[src/rtl/core/cionb_pkg.sv]
// shared types, constants and register codes for the CAN I/O node bring-up controller
`timescale 1ns / 1ps

package cionb_pkg;

   // modules the node may report and the width of the expected-type table
   localparam int unsigned MAX_MODULES = 8;
   localparam int unsigned TYPE_SLOTS  = 8;
   localparam int unsigned TYPE_W      = 5;
   localparam int unsigned SLOT_IDX_W  = $clog2(TYPE_SLOTS);

   // configuration port
   localparam int unsigned CSR_DATA_W  = 40;
   localparam int unsigned CSR_INDEX_W = 2;

   localparam logic [CSR_INDEX_W-1:0] CSR_NODE_NUMBER   = 2'd0;
   localparam logic [CSR_INDEX_W-1:0] CSR_MODULE_COUNT  = 2'd1;
   localparam logic [CSR_INDEX_W-1:0] CSR_MODULE_TYPES  = 2'd2;
   localparam logic [CSR_INDEX_W-1:0] CSR_TIMEOUT_LIMIT = 2'd3;

   // register values after reset
   localparam logic [6:0]  NODE_NUMBER_RST   = 7'd1;
   localparam logic [3:0]  MODULE_COUNT_RST  = 4'd0;
   localparam logic [39:0] MODULE_TYPES_RST  = 40'd0;
   localparam logic [7:0]  TIMEOUT_LIMIT_RST = 8'd100;

   // request command codes
   localparam logic [1:0] CMD_TICK    = 2'd0;
   localparam logic [1:0] CMD_FRAME   = 2'd1;
   localparam logic [1:0] CMD_SEND_DO = 2'd2;

   // command bytes understood by the remote node
   localparam logic [7:0] NODE_CMD_GETSTATUS = 8'h00;
   localparam logic [7:0] NODE_CMD_GETMODULE = 8'h01;

   // frame identifier offsets, all modulo 2^11
   // di = 286 + 4*(node-1) = 282 + 4*node, do = 414 + 4*(node-1) = 410 + 4*node
   localparam logic [10:0] ID_CMD_REQ_OFS  = 11'd1565;
   localparam logic [10:0] ID_CMD_RESP_OFS = 11'd1629;
   localparam logic [10:0] ID_DI_BASE      = 11'd282;
   localparam logic [10:0] ID_DO_BASE      = 11'd410;

   // saturation point of the wait counter
   localparam logic [8:0] WAIT_MAX = 9'd511;

   typedef enum logic [2:0] {
      PH_REQSTATUS  = 3'd0,
      PH_WAITSTATUS = 3'd1,
      PH_REQCOUNT   = 3'd2,
      PH_WAITCOUNT  = 3'd3,
      PH_NEXTMODULE = 3'd4,
      PH_WAITMODULE = 3'd5,
      PH_RUN        = 3'd6,
      PH_ERROR      = 3'd7
   } phase_type;

   typedef struct packed {
      phase_type  phase;
      logic [8:0] wait_ticks;
      logic [3:0] module_cursor;
   } ctx_type;

   typedef struct packed {
      logic [6:0]  node_number;
      logic [3:0]  module_count;
      logic [39:0] module_types;
      logic [7:0]  timeout_limit;
   } cfg_type;

   typedef struct packed {
      logic [1:0]  command;
      logic [10:0] frame_id;
      logic [7:0]  rx_byte0;
      logic [7:0]  rx_byte4;
      logic [63:0] output_bits;
   } req_type;

   typedef struct packed {
      logic        tx_valid;
      logic [10:0] tx_id;
      logic [63:0] tx_payload;
      logic [2:0]  link_state;
      logic        running;
   } rsp_type;

endpackage

[src/rtl/core/cionb_req_if.sv]
// request channel: tick, received frame or output send command
`timescale 1ns / 1ps

interface cionb_req_if;
   logic        valid;
   logic        ready;
   logic [1:0]  command;
   logic [10:0] frame_id;
   logic [7:0]  rx_byte0;
   logic [7:0]  rx_byte4;
   logic [63:0] output_bits;

   modport source (
      output valid, command, frame_id, rx_byte0, rx_byte4, output_bits,
      input  ready
   );

   modport sink (
      input  valid, command, frame_id, rx_byte0, rx_byte4, output_bits,
      output ready
   );
endinterface

[src/rtl/core/cionb_rsp_if.sv]
// response channel: frame to send and link status after each request
`timescale 1ns / 1ps

interface cionb_rsp_if;
   logic        valid;
   logic        ready;
   logic        tx_valid;
   logic [10:0] tx_id;
   logic [63:0] tx_payload;
   logic [2:0]  link_state;
   logic        running;

   modport source (
      output valid, tx_valid, tx_id, tx_payload, link_state, running,
      input  ready
   );

   modport sink (
      input  valid, tx_valid, tx_id, tx_payload, link_state, running,
      output ready
   );
endinterface

[src/rtl/core/can_io_node_bringup_controller.sv]
// top level of the CAN I/O node bring-up controller
`timescale 1ns / 1ps

// A request is held in the request register, then its response in the response
// register until taken. Throughput: one request per cycle while responses are
// taken; the link state is updated in the step from the request register to the
// response register, so requests follow back to back.
// Reset: synchronous; link goes to request-status, wait counter and module cursor
// clear, and the configuration registers return to their defaults.

module can_io_node_bringup_controller
   import cionb_pkg::*;
(
   input  logic                   clock,
   input  logic                   reset,
   cionb_req_if.sink              req_if,
   cionb_rsp_if.source            rsp_if,
   input  logic                   csr_we,
   input  logic [CSR_INDEX_W-1:0] csr_index,
   input  logic [CSR_DATA_W-1:0]  csr_wdata
);

   cfg_type cfg_ff;
   ctx_type ctx_ff;
   ctx_type ctx_in;
   logic    req_valid_ff;
   req_type req_ff;
   logic    rsp_valid_ff;
   rsp_type rsp_ff;
   rsp_type rsp_in;
   logic    out_free;
   logic    step_fire;
   logic    req_fire;

   // handshake
   assign out_free     = !rsp_valid_ff || rsp_if.ready;
   assign step_fire    = req_valid_ff && out_free;
   assign req_if.ready = !req_valid_ff || out_free;
   assign req_fire     = req_if.valid && req_if.ready;

   // configuration registers
   always_ff @(posedge clock) begin
      if (reset) begin
         cfg_ff.node_number   <= NODE_NUMBER_RST;
         cfg_ff.module_count  <= MODULE_COUNT_RST;
         cfg_ff.module_types  <= MODULE_TYPES_RST;
         cfg_ff.timeout_limit <= TIMEOUT_LIMIT_RST;
      end else if (csr_we) begin
         case (csr_index)
            CSR_NODE_NUMBER:   cfg_ff.node_number   <= csr_wdata[6:0];
            CSR_MODULE_COUNT:  cfg_ff.module_count  <= csr_wdata[3:0];
            CSR_MODULE_TYPES:  cfg_ff.module_types  <= csr_wdata[39:0];
            CSR_TIMEOUT_LIMIT: cfg_ff.timeout_limit <= csr_wdata[7:0];
            default: begin
            end
         endcase
      end
   end

   // request register
   always_ff @(posedge clock) begin
      if (reset) begin
         req_valid_ff <= 1'b0;
      end else if (req_if.ready) begin
         req_valid_ff <= req_if.valid;
      end
   end

   always_ff @(posedge clock) begin
      if (req_fire) begin
         req_ff.command     <= req_if.command;
         req_ff.frame_id    <= req_if.frame_id;
         req_ff.rx_byte0    <= req_if.rx_byte0;
         req_ff.rx_byte4    <= req_if.rx_byte4;
         req_ff.output_bits <= req_if.output_bits;
      end
   end

   // sequencer step
   cionb_step u_step (
      .cur (ctx_ff),
      .cfg (cfg_ff),
      .req (req_ff),
      .nxt (ctx_in),
      .rsp (rsp_in)
   );

   // link state
   always_ff @(posedge clock) begin
      if (reset) begin
         ctx_ff.phase         <= PH_REQSTATUS;
         ctx_ff.wait_ticks    <= '0;
         ctx_ff.module_cursor <= '0;
      end else if (step_fire) begin
         ctx_ff <= ctx_in;
      end
   end

   // response register
   always_ff @(posedge clock) begin
      if (reset) begin
         rsp_valid_ff <= 1'b0;
      end else if (out_free) begin
         rsp_valid_ff <= req_valid_ff;
      end
   end

   always_ff @(posedge clock) begin
      if (step_fire) begin
         rsp_ff <= rsp_in;
      end
   end

   assign rsp_if.valid      = rsp_valid_ff;
   assign rsp_if.tx_valid   = rsp_ff.tx_valid;
   assign rsp_if.tx_id      = rsp_ff.tx_id;
   assign rsp_if.tx_payload = rsp_ff.tx_payload;
   assign rsp_if.link_state = rsp_ff.link_state;
   assign rsp_if.running    = rsp_ff.running;

endmodule

[src/rtl/core/cionb_step.sv]
// next link state and outgoing frame for one request
`timescale 1ns / 1ps

module cionb_step
   import cionb_pkg::*;
(
   input  ctx_type cur,
   input  cfg_type cfg,
   input  req_type req,
   output ctx_type nxt,
   output rsp_type rsp
);

   logic [10:0]       id_req;
   logic [10:0]       id_resp;
   logic [10:0]       id_di;
   logic [10:0]       id_do;
   logic [10:0]       node_x4;
   logic              have;
   logic              resp;
   logic              late;
   logic [8:0]        wait_inc;
   logic [TYPE_W-1:0] type_tab [TYPE_SLOTS];
   logic [SLOT_IDX_W-1:0] slot;
   logic              type_ok;
   logic [7:0]        cursor_b0;
   logic [7:0]        cursor_b2;
   phase_type         ph_eff;

   // frame identifiers derived from the node number
   assign node_x4 = {2'b00, cfg.node_number, 2'b00};
   assign id_req  = {4'd0, cfg.node_number} + ID_CMD_REQ_OFS;
   assign id_resp = {4'd0, cfg.node_number} + ID_CMD_RESP_OFS;
   assign id_di   = node_x4 + ID_DI_BASE;
   assign id_do   = node_x4 + ID_DO_BASE;

   // reply detection and wait timeout
   assign have     = (req.command == CMD_FRAME);
   assign resp     = have && (req.frame_id == id_resp);
   assign late     = cur.wait_ticks > {1'b0, cfg.timeout_limit};
   assign wait_inc = (cur.wait_ticks == WAIT_MAX) ? cur.wait_ticks : cur.wait_ticks + 9'd1;

   // expected module type lookup
   always_comb begin
      for (int i = 0; i < TYPE_SLOTS; i++) begin
         type_tab[i] = cfg.module_types[i*TYPE_W +: TYPE_W];
      end
   end

   assign slot    = req.rx_byte0[SLOT_IDX_W-1:0];
   assign type_ok = (req.rx_byte0 < 8'(MAX_MODULES)) &&
                    (req.rx_byte4[TYPE_W-1:0] == type_tab[slot]);

   // module request bytes
   assign cursor_b0 = {4'd0, cur.module_cursor};
   assign cursor_b2 = {4'd0, cur.module_cursor + 4'd1};

   // an error byte overrides the current phase
   assign ph_eff = (have && req.rx_byte0[7]) ? PH_ERROR : cur.phase;

   // handshake sequencer
   always_comb begin
      nxt            = cur;
      rsp.tx_valid   = 1'b0;
      rsp.tx_id      = '0;
      rsp.tx_payload = '0;

      if (req.command == CMD_SEND_DO) begin
         if (cur.phase == PH_RUN) begin
            rsp.tx_valid   = 1'b1;
            rsp.tx_id      = id_do;
            rsp.tx_payload = req.output_bits;
         end
      end else if (req.command == CMD_TICK || req.command == CMD_FRAME) begin
         nxt.phase = ph_eff;
         case (ph_eff)
            PH_REQSTATUS: begin
               rsp.tx_valid   = 1'b1;
               rsp.tx_id      = id_req;
               rsp.tx_payload = {48'd0, NODE_CMD_GETSTATUS, 8'd0};
               nxt.wait_ticks = '0;
               nxt.phase      = PH_WAITSTATUS;
            end
            PH_WAITSTATUS: begin
               nxt.wait_ticks = wait_inc;
               if (late) begin
                  nxt.phase = PH_REQSTATUS;
               end
               if (resp) begin
                  nxt.phase = PH_REQCOUNT;
               end
            end
            PH_REQCOUNT: begin
               rsp.tx_valid   = 1'b1;
               rsp.tx_id      = id_req;
               rsp.tx_payload = {48'd0, NODE_CMD_GETMODULE, 8'd0};
               nxt.wait_ticks = '0;
               nxt.phase      = PH_WAITCOUNT;
            end
            PH_WAITCOUNT: begin
               nxt.module_cursor = '0;
               nxt.wait_ticks    = wait_inc;
               if (late) begin
                  nxt.phase = PH_REQSTATUS;
               end
               if (resp) begin
                  nxt.phase = ({4'd0, cfg.module_count} != req.rx_byte4) ?
                              PH_ERROR : PH_NEXTMODULE;
               end
            end
            PH_NEXTMODULE: begin
               if (cur.module_cursor >= cfg.module_count) begin
                  nxt.phase = PH_RUN;
               end else begin
                  rsp.tx_valid      = 1'b1;
                  rsp.tx_id         = id_req;
                  rsp.tx_payload    = {40'd0, cursor_b2, NODE_CMD_GETMODULE, cursor_b0};
                  nxt.module_cursor = cur.module_cursor + 4'd1;
                  nxt.phase         = PH_WAITMODULE;
               end
               nxt.wait_ticks = '0;
            end
            PH_WAITMODULE: begin
               nxt.wait_ticks = wait_inc;
               if (late) begin
                  nxt.phase = PH_REQSTATUS;
               end
               if (resp) begin
                  nxt.phase = type_ok ? PH_NEXTMODULE : PH_REQSTATUS;
               end
            end
            PH_RUN: begin
               nxt.wait_ticks = wait_inc;
               if (late) begin
                  nxt.phase = PH_REQSTATUS;
               end
               // DI frame feeds the watchdog
               if (have && req.frame_id == id_di) begin
                  nxt.wait_ticks = '0;
               end
            end
            default: begin
               nxt.phase = PH_REQSTATUS;
            end
         endcase
      end

      rsp.link_state = nxt.phase;
      rsp.running    = (nxt.phase == PH_RUN);
   end

endmodule

[src/flat_wrapper.sv]
// flat-port wrapper written by rule: the top's interface ports become plain ports
module can_io_node_bringup_controller_flat import cionb_pkg::*;
  (clock, reset, csr_we, csr_index, csr_wdata, req_if_valid, req_if_command, req_if_frame_id, req_if_rx_byte0, req_if_rx_byte4, req_if_output_bits, req_if_ready, rsp_if_valid, rsp_if_tx_valid, rsp_if_tx_id, rsp_if_tx_payload, rsp_if_link_state, rsp_if_running, rsp_if_ready);
  cionb_req_if req_if_i ();
  cionb_rsp_if rsp_if_i ();
  input  logic clock;
  input  logic reset;
  input  logic csr_we;
  input  logic [CSR_INDEX_W-1:0] csr_index;
  input  logic [CSR_DATA_W-1:0] csr_wdata;
  input wire logic [$bits(req_if_i.valid)-1:0] req_if_valid;
  input wire logic [$bits(req_if_i.command)-1:0] req_if_command;
  input wire logic [$bits(req_if_i.frame_id)-1:0] req_if_frame_id;
  input wire logic [$bits(req_if_i.rx_byte0)-1:0] req_if_rx_byte0;
  input wire logic [$bits(req_if_i.rx_byte4)-1:0] req_if_rx_byte4;
  input wire logic [$bits(req_if_i.output_bits)-1:0] req_if_output_bits;
  output wire logic [$bits(req_if_i.ready)-1:0] req_if_ready;
  output wire logic [$bits(rsp_if_i.valid)-1:0] rsp_if_valid;
  output wire logic [$bits(rsp_if_i.tx_valid)-1:0] rsp_if_tx_valid;
  output wire logic [$bits(rsp_if_i.tx_id)-1:0] rsp_if_tx_id;
  output wire logic [$bits(rsp_if_i.tx_payload)-1:0] rsp_if_tx_payload;
  output wire logic [$bits(rsp_if_i.link_state)-1:0] rsp_if_link_state;
  output wire logic [$bits(rsp_if_i.running)-1:0] rsp_if_running;
  input wire logic [$bits(rsp_if_i.ready)-1:0] rsp_if_ready;
  assign req_if_i.valid = req_if_valid;
  assign req_if_i.command = req_if_command;
  assign req_if_i.frame_id = req_if_frame_id;
  assign req_if_i.rx_byte0 = req_if_rx_byte0;
  assign req_if_i.rx_byte4 = req_if_rx_byte4;
  assign req_if_i.output_bits = req_if_output_bits;
  assign req_if_ready = req_if_i.ready;
  assign rsp_if_valid = rsp_if_i.valid;
  assign rsp_if_tx_valid = rsp_if_i.tx_valid;
  assign rsp_if_tx_id = rsp_if_i.tx_id;
  assign rsp_if_tx_payload = rsp_if_i.tx_payload;
  assign rsp_if_link_state = rsp_if_i.link_state;
  assign rsp_if_running = rsp_if_i.running;
  assign rsp_if_i.ready = rsp_if_ready;
  can_io_node_bringup_controller u_core (.clock(clock), .reset(reset), .req_if(req_if_i), .rsp_if(rsp_if_i), .csr_we(csr_we), .csr_index(csr_index), .csr_wdata(csr_wdata));
endmodule
[config.mk]
export PLATFORM = sky130hd
export DESIGN_NAME = can_io_node_bringup_controller_flat
export DESIGN_NICKNAME = d
export VERILOG_FILES = /design/src/rtl/core/cionb_pkg.sv /design/src/rtl/core/cionb_req_if.sv /design/src/rtl/core/cionb_rsp_if.sv /design/src/rtl/core/can_io_node_bringup_controller.sv /design/src/rtl/core/cionb_step.sv /design/src/flat_wrapper.sv
export SDC_FILE = /design/constraint.sdc
export NUM_CORES = 1
export LEC_CHECK = 0
export BUFFER_PORTS_ARGS = -buffer_cell sky130_fd_sc_hd__buf_2
export CAP_MARGIN = 40
export CORE_MARGIN = 2
export CORE_UTILIZATION = 30
export CTS_BUF_LIST = sky130_fd_sc_hd__clkbuf_2
export DETAILED_ROUTE_END_ITERATION = 10
export HOLD_SLACK_MARGIN = 0.02
export PLACE_DENSITY = 0.49
export SETUP_SLACK_MARGIN = 0.1
export SLEW_MARGIN = 15
export SYNTH_ARGS = -nofsm -noshare
export SYNTH_HDL_FRONTEND = slang
export SYNTH_SLANG_ARGS = --single-unit
[constraint.sdc]
create_clock -name clock -period 2.9 [get_ports clock]
set_clock_uncertainty 0.15 [all_clocks]
set_input_delay 0.145 -clock clock [delete_from_list [all_inputs] [get_ports clock]]
set_output_delay 0.145 -clock clock [all_outputs]
set_load 0.05 [all_outputs]
==> flow_summary.ini, run 1 <==
[outcome]
outcome = aborted with a tool error
stop_stage = 4_1_cts
firstError = [ERROR RSZ-0060] Max buffer count reached.

[clock_tree]
cts.htree.levels = 3
cts_buffers = 70
cts_resized = 2
cts_root_buffer = clkbuf_2
cts_setup_buffers = 3
ctsHoldBuffers = 325
cts.sinks = 250
clockBufferDepth = 3

[floorplanning]
die_x_um = 190
start_util_pct = 30.2
io_pins = 222
placementRows = 68
die_y_um = 190

[logic_synthesis]
synthAdderAreaFrac_pct = 2.06
syn_nets = 982
yosysSeqAreaShare_pct = 65.1
synth.top_cell.area_share_pct = 50.2
synth-main-ff-cell = edfxtp_1
synth.area.top_cells = edfxtp_1 50%, dfxtp_1 15%, nand2_1 4.6%
ys_seq_elements = 250
synth-edff-count = 173
synth-simple-area-share_pct = 14.3
syn_avg_cell_area_um2 = 12.5
synth_xor_area_share_pct = 3.68
netlist_instances = 825
synthArstFlopShare_pct = 0
synth_top_family_by_area = simple AND/OR/NAND/NOR gates
synth_area_leader_cell = edfxtp_1
synth-compound-area-share_pct = 8.28
synth_mux_area_share_pct = 3.72
synth_cell_type_count = 68
yosysWarningCount = 0
synth_area_um2 = 10300

[place]
gp_congestion = 0.837
placed_cell_area_um2 = 12100
dp.cells = 1491
port_buffers = 221
dp_hpwl_um = 18400
cell families after synthesis:
group	count (synthesis)
AO/OA/AOI/OAI	123
buffers and inverters	67
adder cells (fa/ha/maj)	17
multiplexers	26
XOR/XNOR	39
AND/OR/NAND/NOR	303
flip-flops	250
synth_stat cells (5+ instances only):
cell type / n
mux2i_1: 16
xor2_1: 21
ha_1: 17
edfxtp_1: 173
and2_1: 59
o21ai_0: 7
nor3_1: 21
a22o_1: 9
xnor2_1: 15
inv_1: 24
mux4_2: 10
clkbuf_1: 28
nor2b_1: 6
nand2_1: 127
nand3_1: 13
buf_2: 6
o211ai_1: 6
nor2_1: 38
dfxtp_1: 77
nor4_1: 5
a21oi_1: 65
through the flow:
stage / setup WS, ns / hold slack [ns] / setup TNS, ns / utilization [%]
floorplan: 0.128 / 0.0939 / 0 / -
global placement: 0.0363 / 0.172 / 0 / 35.4
detailed placement: -0.0275 / 0.173 / -0.0275 / 35.4
==> run 2, diff against run 1 <==
Settings changed: CORE_UTILIZATION 30 to 20, CTS_BUF_LIST sky130_fd_sc_hd__clkbuf_2 to default, HOLD_SLACK_MARGIN 0.02 to default, PLACE_DENSITY 0.49 to default, PLACE_DENSITY_LB_ADDON from default to 0.15, SETUP_SLACK_MARGIN 0.1 to default.
Clock period 2.9 ns to 3.75 ns, I/O delays scaled along.
==> flow_summary.ini, run 2 <==
[outcome]
outcome = completed

[sta]
max_freq_mhz = 297
setup_violations = 0
post-route-period-util_pct = 89.7
finalWorstSetupSlack_ns = 0.387
relSlewSlack_pct = 46.5
worst_pin_slew_ns = 0.803
finalSetupTns_ns = 0
rsz0062_at_grt = no
drv_slew = 0
hold_violations = 0
post-route-min-period_ns = 3.36

[place]
port_buffers = 221
gp_congestion = 0.775
dp_hpwl_um = 20600
preCtsSetupSlack_ns = 0.391

[logic_synthesis]
synth-main-ff-cell = edfxtp_1
synth-edff-count = 173
synth.area.top_cells = edfxtp_1 50%, dfxtp_1 15%, nand2_1 4.6%
netlist_instances = 825
syn_avg_cell_area_um2 = 12.5
synth_common_cells = 173 x edfxtp_1, 127 x nand2_1, 77 x dfxtp_1, 65 x a21oi_1, 59 x and2_1
synth_cell_type_count = 68
synth-simple-area-share_pct = 14.3
syn_nets = 982
synth_xor_area_share_pct = 3.68
yosysMostFrequentCell = edfxtp_1
synth_area_leader_cell = edfxtp_1
synth_top_family_by_area = simple AND/OR/NAND/NOR gates
yosysWarningCount = 0
synth-compound-area-share_pct = 8.28
synthArstFlopShare_pct = 0
synth_area_um2 = 10300
synth.top_cell.area_share_pct = 50.2
synth_mux_area_share_pct = 3.72
ys_seq_elements = 250
yosysSeqAreaShare_pct = 65.1
synthAdderAreaFrac_pct = 2.06

[floorplanning]
core_um2 = 51200
placementRows = 83
die_y_um = 231
dieArea_um2 = 53600
start_util_pct = 20.2
die_x_um = 231
io_pins = 222

[final_layout]
regMostFlops = u_core.req_ff
syn2layout_area_growth_pct = 41.6
antenna_cells = 0
drive_above_1_share_pct = 25.5
mostFrequentLayoutCells = 221 x buf_2, 173 x edfxtp_1, 140 x dlygate4sd3_1
final_common_cell = buf_2
largest_register_ffs = 93
finalNetCount = 1347

[worst_setup_path]
worstPathArrival_ns = 3.46
crit_buf_inv = 1
critical_path_class = register to register
crit_top_cell = a211oi_2
critPathLaunchType = register
worstSetupEndpointType = register
path_cells = inv_1 > ha_1 > a2111oi_4 > a41oi_1 > a211oi_2 > a211oi_2 > a211oi_1 > a2111oi_2
critPathTopFamily = compound AO/OA/AOI/OAI gates
cp_max_fo = 8
slowest_delay_ns = 0.59
crit_slowest_cell = dfxtp_1
critPathRequiredTime_ns = 3.85

[power]
peakVddDrop_mv = 0.244
p_leak_nw = 5.57
p_per_area_nw_per_um2 = 464

[clock_tree]
cts_buffers = 34
cts_tree = yes
cts.htree.levels = 2
clockBufferDepth = 3
cts_setup_buffers = 0
clk_latency_ns = 0.53
ctsHoldBuffers = 140
cts_root_buffer = clkbuf_16
cts.sinks = 250
cts_resized = 0
cts.clk_slew.worst_paths_ns = 0.06

[global_routing]
antenna_found_initial = 0
grt_start_max_net_pins = 68
first_global_vias = 7647
grt_pass1_wl_um = 45400
gr-total-overflow = 0
grt_usage_pct = 11.1

[routing]
final_antenna_net_count = 0
drc = 0
routed_wl_um = 30000
detail_route.wl_per_cell_um = 15.8
dr.pass1.iters = 5
vias = 7562
drt_iter0_drc = 247
vias_per_cell = 3.99

[hold_path]
min_path_type = primary input to register

[run]
drv_cap = 0
run 2: path summary, 6_finish.rpt:
check / start / end / slack, ns / cells after the start
hold reg to reg: u_core.cfg_ff[24]$_SDFFE_PP0P_ / u_core.cfg_ff[24]$_SDFFE_PP0P_ / 0.30 / 2
setup / recovery: u_core.cfg_ff[54]$_SDFFE_PP0P_ / u_core.rsp_if.running$_DFFE_PP_ / 0.39 / 8
setup reg to reg: u_core.cfg_ff[54]$_SDFFE_PP0P_ / u_core.rsp_if.running$_DFFE_PP_ / 0.39 / 8
hold / removal: csr_we / u_core.cfg_ff[4]$_SDFFE_PP0P_ / 0.03 / 4
run 2: cell type report:
| cell class | count | area (um^2) |
|---|---|---|
| clock buffer | 48 | 965 |
| clock inverter | 12 | 87.6 |
| fill | 5288 | 36500 |
| inverter | 24 | 91.3 |
| multi-input combinational | 508 | 3320 |
| sequential | 250 | 6740 |
| tap | 680 | 851 |
| timing repair buffer | 372 | 2600 |
run 2: cells by family (layout without fill, tap and decap cells):
group	Yosys count	after routing
fa+ha+maj	17	17
buf+inv	67	456
mux	26	26
xor+xnor	39	39
simple gates	303	303
compound gates	123	123
flops	250	250
run 2: worst reg2reg max path, stage by stage (launching register included):
cell,delay [ns]
dfxtp_1,0.59
inv_1,0.16
ha_1,0.26
a2111oi_4,0.52
a41oi_1,0.23
a211oi_2,0.46
a211oi_2,0.13
a211oi_1,0.46
a2111oi_2,0.14
run 2: through the flow:
step / hold slack [ns] / power (mW) / util, % / std cells / cell area [um^2]
finish: 0.0346 / 6.81 / 28.6 / 1894 / 14700
global route: 0.0769 / 7.11 / 28.6 / 1894 / 14700
CTS: 0.00183 / 6.97 / 28.6 / 1894 / 14700
detailed placement: 0.216 / 3.69 / 23.8 / 1694 / 12200
global placement: 0.214 / 3.69 / 23.8 / 1694 / 12200
floorplan: 0.136 / 3.48 / - / 825 / 10300
run 2: where the power goes:
part,leakage [nW],internal [mW],total [mW],switching [mW]
logic,2.75,0.255,0.600,0.344
clock network,0.516,1.86,3.07,1.21
registers,2.31,3.08,3.14,0.0616
total,5.57,5.19,6.81,1.62
run 2: layer usage:
layer | share of wire (%) | up-vias | track usage, %
met1 | 46 | 3622 | 14.7
li1 | - | 3695 | -
met2 | 46 | 198 | 17.6
met4 | 2.3 | 0 | 3.23
met3 | 5.9 | 47 | 2.87
met5 | 0 | - | 0
Power figures use the tool's default switching activity.
